[src/rtl/core/ism_pkg.sv]
// ism_pkg: shared types and the ordering function of the interval sort and merge block.
// Used by ism_cell, ism_merge and interval_sort_merge_top; depends on nothing.
package ism_pkg;

   typedef struct packed {
      logic signed [31:0] lo;
      logic signed [31:0] hi;
   } entry_type;

   typedef struct packed {
      logic insert;
      logic shift;
   } cell_ctrl_type;

   typedef struct packed {
      logic load;
      logic walk;
      logic flush;
   } merge_ctrl_type;

   typedef enum logic [1:0] {
      ST_IDLE,
      ST_LOAD,
      ST_WALK,
      ST_FLUSH
   } state_type;

   // lexicographic (start, end) strict ordering
   function automatic logic goes_before(entry_type a, entry_type b);
      logic res;
      if (a.lo != b.lo) begin
         res = a.lo < b.lo;
      end else begin
         res = a.hi < b.hi;
      end
      return res;
   endfunction

endpackage

[src/rtl/core/ism_cell.sv]
// ism_cell: one slot of the insertion-sort chain; holds one interval.
// Depends on ism_pkg (entry_type, cell_ctrl_type, goes_before).
module ism_cell (
   input  logic                  clock,
   input  ism_pkg::entry_type    new_item,
   input  ism_pkg::entry_type    prev_item,
   input  logic                  prev_ahead,
   input  logic                  prev_occ,
   input  ism_pkg::entry_type    next_item,
   input  logic                  occ,
   input  ism_pkg::cell_ctrl_type ctrl,
   output ism_pkg::entry_type    item,
   output logic                  ahead
);

   ism_pkg::entry_type item_ff;
   ism_pkg::entry_type item_in;

   assign ahead = ism_pkg::goes_before(new_item, item_ff);
   assign item  = item_ff;

   always_comb begin
      item_in = item_ff;
      if (ctrl.shift) begin
         item_in = next_item;
      end else if (ctrl.insert) begin
         // shift up behind a larger neighbour, or take the new word at its place
         if (prev_occ && prev_ahead) begin
            item_in = prev_item;
         end else if (!occ || ahead) begin
            item_in = new_item;
         end
      end
   end

   always_ff @(posedge clock) begin
      item_ff <= item_in;
   end

endmodule

[src/rtl/core/ism_merge.sv]
// ism_merge: current merged interval and the registered result word.
// Depends on ism_pkg (entry_type, merge_ctrl_type).
module ism_merge (
   input  logic                   clock,
   input  logic                   reset,
   input  ism_pkg::merge_ctrl_type ctrl,
   input  ism_pkg::entry_type     head,
   input  logic                   dropped,
   output logic                   rsp_valid,
   output logic signed [31:0]     rsp_merged_start,
   output logic signed [31:0]     rsp_merged_end,
   output logic                   rsp_merged_last,
   output logic                   rsp_overflow
);

   ism_pkg::entry_type cur_ff, cur_in;
   logic               valid_ff, valid_in;
   ism_pkg::entry_type out_ff, out_in;
   logic               last_ff, last_in;
   logic               ovf_ff, ovf_in;
   logic               overlap;

   assign overlap = cur_ff.hi >= head.lo;

   always_comb begin
      cur_in   = cur_ff;
      valid_in = 1'b0;
      out_in   = out_ff;
      last_in  = last_ff;
      ovf_in   = ovf_ff;
      if (ctrl.load) begin
         cur_in = head;
      end else if (ctrl.walk) begin
         if (overlap) begin
            if (head.hi > cur_ff.hi) begin
               cur_in.hi = head.hi;
            end
         end else begin
            valid_in = 1'b1;
            out_in   = cur_ff;
            last_in  = 1'b0;
            ovf_in   = dropped;
            cur_in   = head;
         end
      end else if (ctrl.flush) begin
         valid_in = 1'b1;
         out_in   = cur_ff;
         last_in  = 1'b1;
         ovf_in   = dropped;
      end
   end

   always_ff @(posedge clock) begin
      if (reset) begin
         valid_ff <= 1'b0;
      end else begin
         valid_ff <= valid_in;
      end
      cur_ff  <= cur_in;
      out_ff  <= out_in;
      last_ff <= last_in;
      ovf_ff  <= ovf_in;
   end

   assign rsp_valid        = valid_ff;
   assign rsp_merged_start = out_ff.lo;
   assign rsp_merged_end   = out_ff.hi;
   assign rsp_merged_last  = last_ff;
   assign rsp_overflow     = ovf_ff;

endmodule

[src/rtl/core/interval_sort_merge_top.sv]
// interval_sort_merge_top: chain of sorting cells, sequencer and merge unit.
// Depends on ism_pkg, ism_cell and ism_merge.
//
//   channel   ports                                   handshake
//   request   req_interval_start/end, req_set_last    start & !busy
//   response  rsp_merged_start/end/last, rsp_overflow rsp_valid strobe, one cycle
//
// Loading takes a word on each accepted start: every cell compares in parallel and the
// chain shifts in one step. After a word with req_set_last the chain shifts its head
// into the merge unit one entry per cycle. Results leave as they are found; the
// receiver cannot stall.
// Synchronous reset clears the sequencer, the fill count and the drop flag.
module interval_sort_merge_top #(
   parameter int MAX_INTERVALS = 16
) (
   input  logic               clock,
   input  logic               reset,
   input  logic               start,
   output logic               busy,
   input  logic signed [31:0] req_interval_start,
   input  logic signed [31:0] req_interval_end,
   input  logic               req_set_last,
   output logic               rsp_valid,
   output logic signed [31:0] rsp_merged_start,
   output logic signed [31:0] rsp_merged_end,
   output logic               rsp_merged_last,
   output logic               rsp_overflow
);

   localparam int CNT_W = $clog2(MAX_INTERVALS + 1);

   ism_pkg::state_type      state_ff, state_in;
   logic [CNT_W-1:0]        count_ff, count_in;
   logic [CNT_W-1:0]        remain_ff, remain_in;
   logic                    dropped_ff, dropped_in;
   logic                    accept, full;
   ism_pkg::cell_ctrl_type  cell_ctrl;
   ism_pkg::merge_ctrl_type merge_ctrl;
   ism_pkg::entry_type      new_item;
   ism_pkg::entry_type      items  [MAX_INTERVALS];
   logic                    aheads [MAX_INTERVALS];
   logic                    occs   [MAX_INTERVALS];

   assign busy   = state_ff != ism_pkg::ST_IDLE;
   assign accept = start && !busy;
   assign full   = count_ff >= CNT_W'(MAX_INTERVALS);

   assign new_item.lo = req_interval_start;
   assign new_item.hi = req_interval_end;

   // next state
   always_comb begin
      state_in = state_ff;
      case (state_ff)
         ism_pkg::ST_IDLE: begin
            if (accept && req_set_last) state_in = ism_pkg::ST_LOAD;
         end
         ism_pkg::ST_LOAD: begin
            state_in = (count_ff > CNT_W'(1)) ? ism_pkg::ST_WALK : ism_pkg::ST_FLUSH;
         end
         ism_pkg::ST_WALK: begin
            if (remain_ff == CNT_W'(1)) state_in = ism_pkg::ST_FLUSH;
         end
         ism_pkg::ST_FLUSH: begin
            state_in = ism_pkg::ST_IDLE;
         end
         default: begin
            state_in = ism_pkg::ST_IDLE;
         end
      endcase
   end

   // outputs of the sequencer
   always_comb begin
      cell_ctrl.insert = accept && !full;
      cell_ctrl.shift  = 1'b0;
      merge_ctrl       = '0;
      count_in         = count_ff;
      remain_in        = remain_ff;
      dropped_in       = dropped_ff;
      if (accept) begin
         if (full) begin
            dropped_in = 1'b1;
         end else begin
            count_in = count_ff + CNT_W'(1);
         end
      end
      case (state_ff)
         ism_pkg::ST_LOAD: begin
            cell_ctrl.shift = 1'b1;
            merge_ctrl.load = 1'b1;
            remain_in       = count_ff - CNT_W'(1);
         end
         ism_pkg::ST_WALK: begin
            cell_ctrl.shift = 1'b1;
            merge_ctrl.walk = 1'b1;
            remain_in       = remain_ff - CNT_W'(1);
         end
         ism_pkg::ST_FLUSH: begin
            merge_ctrl.flush = 1'b1;
            count_in         = '0;
            dropped_in       = 1'b0;
         end
         default: begin
         end
      endcase
   end

   always_ff @(posedge clock) begin
      if (reset) begin
         state_ff   <= ism_pkg::ST_IDLE;
         count_ff   <= '0;
         remain_ff  <= '0;
         dropped_ff <= 1'b0;
      end else begin
         state_ff   <= state_in;
         count_ff   <= count_in;
         remain_ff  <= remain_in;
         dropped_ff <= dropped_in;
      end
   end

   for (genvar i = 0; i < MAX_INTERVALS; i++) begin : g_cell
      ism_pkg::entry_type prev_item, next_item;
      logic               prev_ahead, prev_occ;

      assign occs[i] = count_ff > CNT_W'(i);

      if (i == 0) begin : g_first
         assign prev_item  = new_item;
         assign prev_ahead = 1'b0;
         assign prev_occ   = 1'b0;
      end else begin : g_rest
         assign prev_item  = items[i-1];
         assign prev_ahead = aheads[i-1];
         assign prev_occ   = occs[i-1];
      end

      if (i == MAX_INTERVALS - 1) begin : g_tail
         assign next_item = items[i];
      end else begin : g_body
         assign next_item = items[i+1];
      end

      ism_cell u_cell (
         .clock       (clock),
         .new_item    (new_item),
         .prev_item   (prev_item),
         .prev_ahead  (prev_ahead),
         .prev_occ    (prev_occ),
         .next_item   (next_item),
         .occ         (occs[i]),
         .ctrl        (cell_ctrl),
         .item        (items[i]),
         .ahead       (aheads[i])
      );
   end

   ism_merge u_merge (
      .clock            (clock),
      .reset            (reset),
      .ctrl             (merge_ctrl),
      .head             (items[0]),
      .dropped          (dropped_ff),
      .rsp_valid        (rsp_valid),
      .rsp_merged_start (rsp_merged_start),
      .rsp_merged_end   (rsp_merged_end),
      .rsp_merged_last  (rsp_merged_last),
      .rsp_overflow     (rsp_overflow)
   );

endmodule
[config.mk]
export PLATFORM = sky130hd
export DESIGN_NAME = interval_sort_merge_top
export DESIGN_NICKNAME = d
export VERILOG_FILES = /design/src/rtl/core/ism_pkg.sv /design/src/rtl/core/ism_cell.sv /design/src/rtl/core/ism_merge.sv /design/src/rtl/core/interval_sort_merge_top.sv
export SDC_FILE = /design/constraint.sdc
export NUM_CORES = 2
export LEC_CHECK = 0
export BUFFER_PORTS_ARGS = -buffer_cell sky130_fd_sc_hd__clkbuf_2
export CAP_MARGIN = 20
export CORE_ASPECT_RATIO = 0.5
export CORE_MARGIN = 5
export CORE_UTILIZATION = 31
export CTS_BUF_LIST = sky130_fd_sc_hd__clkbuf_8
export CTS_CLUSTER_SIZE = 25
export DETAILED_ROUTE_END_ITERATION = 10
export PLACE_DENSITY = 0.54
export SLEW_MARGIN = 20
export SYNTH_ARGS = -nofsm -noshare
export SYNTH_HDL_FRONTEND = slang
export SYNTH_SLANG_ARGS = --single-unit
[constraint.sdc]
create_clock -name clock -period 12.81 [get_ports clock]
set_input_delay 2.562 -clock clock [delete_from_list [all_inputs] [get_ports clock]]
set_output_delay 2.562 -clock clock [all_outputs]
set_load 0.02 [all_outputs]
==> results.cfg <==
[synth]
synth_top_area_cell = edfxtp_1
synth_commonest_cells = edfxtp_1, inv_1, ha_1, nand2_1, nor3_1
synthMostInstantiatedCell = edfxtp_1
synth_top_area_share_pct = 41.3
yosysSeqAreaShare_pct = 41.6
ys_ff_latch = 1168
synthTopCellsByArea = edfxtp_1, ha_1, inv_1
ys_types = 86
synthArstFlopShare_pct = 0
ys.flop_type = edfxtp_1
syn-num-nets = 9646
ys_warn_count = 0
syn_avg_cell_area_sq_um = 9.88
netlist_area_sq_mm = 0.0839
synth_edf_count = 1154
synthCells = 8495

[routing]
initialDrtViolationCount = 9182
antenna_left = 0
routed_wl_um = 343000
via_count = 72900
drc = 0
wl_per_cell_um = 28.0
vias_per_cell = 5.96
drtPass1Iterations = 6

[placement]
dpl_cell_area_sq_mm = 0.0884
port_buffers = 135
gp_congestion = 0.960
dp_slack_ps = 4460
dp_hpwl_um = 244000

[clock_tree]
cts_root_buf = clkbuf_8
path_clk_slew_ps = 60
postCtsSetupRepairBufs = 0
cts_hold_buf = 0
cts.sinks = 1168
htreeDepth = 4
cts_resized = 0
cts_buffer_depth = 4
clock_latency_ps = 1000
cts_tree = built
cts_buffers = 210

[grt]
grt_max_degree = 175
antenna_found_initial = 12
grt_overflow = 0
use_met3_pct = 3.79
use_met2_pct = 36.1
met1_usage_pct = 31.9
grt.busiest_layer = met2
grt_pass1_vias = 68400
grt_pass1_wl_um = 488000
track_usage_pct = 23.2

[critical_path]
r2r-end = g_cell[0].u_cell.item[46]
crit_path_cell_trace = clkbuf_2 -> ha_1 -> a21oi_1 -> nor2b_1 -> o21ai_0 -> a211oi_1 -> a211oi_1 -> o211ai_1 -> a41oi_4 -> buf_4 -> nand4_4 -> buf_4 -> o221ai_1
path_class = in -> reg
cp.arrival_ps = 8360
cp-start-kind = primary input
reg2reg_slack_ps = 6530
end_kind = flip-flop
slowest_stage = buf_4
crit_required_ps = 13550
crit_path_end = g_cell[6].u_cell.item[8]
critPathMaxFanout = 54
r2r-start = g_cell[0].u_cell.item[45]
worstSetupStartpoint = req_interval_start[17]
reg2regPathDepth = 12
critPathMaxStageDelay_ps = 910

[floorplanning]
dieArea_sq_mm = 0.282
start_util_pct = 31.1
ioPinCount = 136
rows = 135
core_area_sq_mm = 0.270
fp.dieW_um = 746
die-height_um = 378

[min_path]
min-delay-path-class = reg -> reg
holdPathStages = 0

[timing]
worstMarginPinSlew_ps = 1260
fmax_ghz = 0.131
setup_violations = 0
finClkSkew_ps = 103
fin_crit_sh_pct = 59.4
slew_headroom_pct = 15.8
hold_viol_final = 0
worst_slack_ps = 5200
rsz0062_at_grt = false
tns_ps = 0
drv_slew = 0
whs_ps = 417
period_needed_ps = 7610

[job]
max_cap_viol_count = 0

[final_layout]
stdcell_area_sq_mm = 0.0921
fill_cells = 27600
syn_to_final_growth_pct = 9.71
drive_above_1_share_pct = 6.91
nNetsFinal = 9595

[pwr]
power_leakage_nw = 38.1
power.density_mw_per_mm2 = 299
peakVddDrop_v = 0.000279

[run_status]
status = completed
[layout make-up]
class | count | area, sq um | share of cell area [%]
well taps | 3630 | 4540 | 4.93
clock inverters | 162 | 749 | 0.814
diodes | 7 | 17.5 | 0.0190
flip-flops and latches | 1168 | 34900 | 37.9
clock buffers | 213 | 2930 | 3.18
inverters | 1125 | 4230 | 4.59
multi-input cells | 5672 | 43000 | 46.7
repair buffers | 267 | 1690 | 1.84
[registers in the layout (all words and copies together), names as in the netlist]
register	count
u_merge.rsp_valid	1
u_merge.rsp_merged_end	32
remain_ff	5
u_merge.rsp_overflow	1
u_merge.rsp_merged_start	32
count_ff	5
state_ff	2
g_cell.u_cell.item	1024
u_merge.cur_ff	64
dropped_ff	1
u_merge.rsp_merged_last	1
[kinds of logic (layout without fill, tap and decap cells)]
| logic type | after synthesis | count (layout) | share of synthesized area, % |
|---|---|---|---|
| AOI/OAI and AO/OA | 2256 | 2256 | 20.1 |
| xor gates and xnor gates | 6 | 6 | 0.0626 |
| adders and majority gates | 1083 | 1083 | 16.1 |
| buffers and inverters | 1655 | 1767 | 7.76 |
| DFF | 1168 | 1168 | 41.6 |
| muxes | 140 | 140 | 1.68 |
| other | 0 | 7 | 0 |
| and+or+nand+nor | 2187 | 2187 | 12.6 |
[per-stage QoR]
stage	total power [W]	std cells	util (%)
2_1_floorplan	0.0181	8495	-
3_3_place_gp	0.0234	11900	32.7
3_5_place_dp	0.0237	11900	32.7
4_1_cts	0.0272	12200	34.1
5_1_grt	0.0290	12200	34.1
6_report	0.0275	12200	34.1
[per-layer routing]
| layer | wire [um] | vias up |
|---|---|---|
| met5 | 22 | - |
| met2 | 150000 | 3699 |
| met3 | 30500 | 699 |
| met4 | 16600 | 4 |
| li1 | - | 32400 |
| met1 | 146000 | 36100 |
[cells in the final DEF, fill, tap and decap left out, types with 34 or more instances in the layout]
cell,synthesis,routed
a311o_1,65,64
o311ai_0,46,46
mux2i_1,135,135
buf_4,20,130
nand2_1,651,648
clkinv_1,1,54
a22oi_1,131,131
a21o_1,246,246
ha_1,1083,1081
nor3_1,496,493
edfxtp_1,1154,1154
o21ai_0,339,334
nand4_1,238,238
inv_1,1123,1195
clkbuf_2,1,135
a221o_1,265,264
nor2_1,278,275
clkbuf_8,0,213
o31ai_1,73,72
o311ai_1,143,142
a211oi_1,42,41
nor2b_1,34,34
a2111o_1,63,63
nor4_1,87,84
nand3_1,254,254
o211ai_1,159,159
a21oi_1,347,344
o221ai_1,192,192
[worst max-delay path: cells and delay by family]
kind | cells | cell delay (ps)
AOI/OAI and AO/OA | 7 | 2360
buffers and inverters | 3 | 2060
and+or+nand+nor | 2 | 860
adders and majority gates | 1 | 370
[report_power, final]
part	internal, W	switching (W)	leakage [nW]
registers	0.00771	0.00135	11.4
clock network	0.00160	0.00179	2.17
logic	0.00435	0.0107	24.5
total	0.0137	0.0138	38.1
[worst min-delay path by stage]
stage,from,endpoint,slack [ps]
floorplan,u_merge.cur_ff[32],u_merge.rsp_merged_start[0],400
global placement,u_merge.cur_ff[59],u_merge.rsp_merged_start[27],400
detailed placement,u_merge.cur_ff[44],u_merge.rsp_merged_start[12],410
CTS,u_merge.cur_ff[54],u_merge.rsp_merged_start[22],420
global route,u_merge.cur_ff[50],u_merge.rsp_merged_start[18],420
finish,u_merge.cur_ff[44],u_merge.rsp_merged_start[12],420
Note: power is estimated with default switching activity, not from simulation.
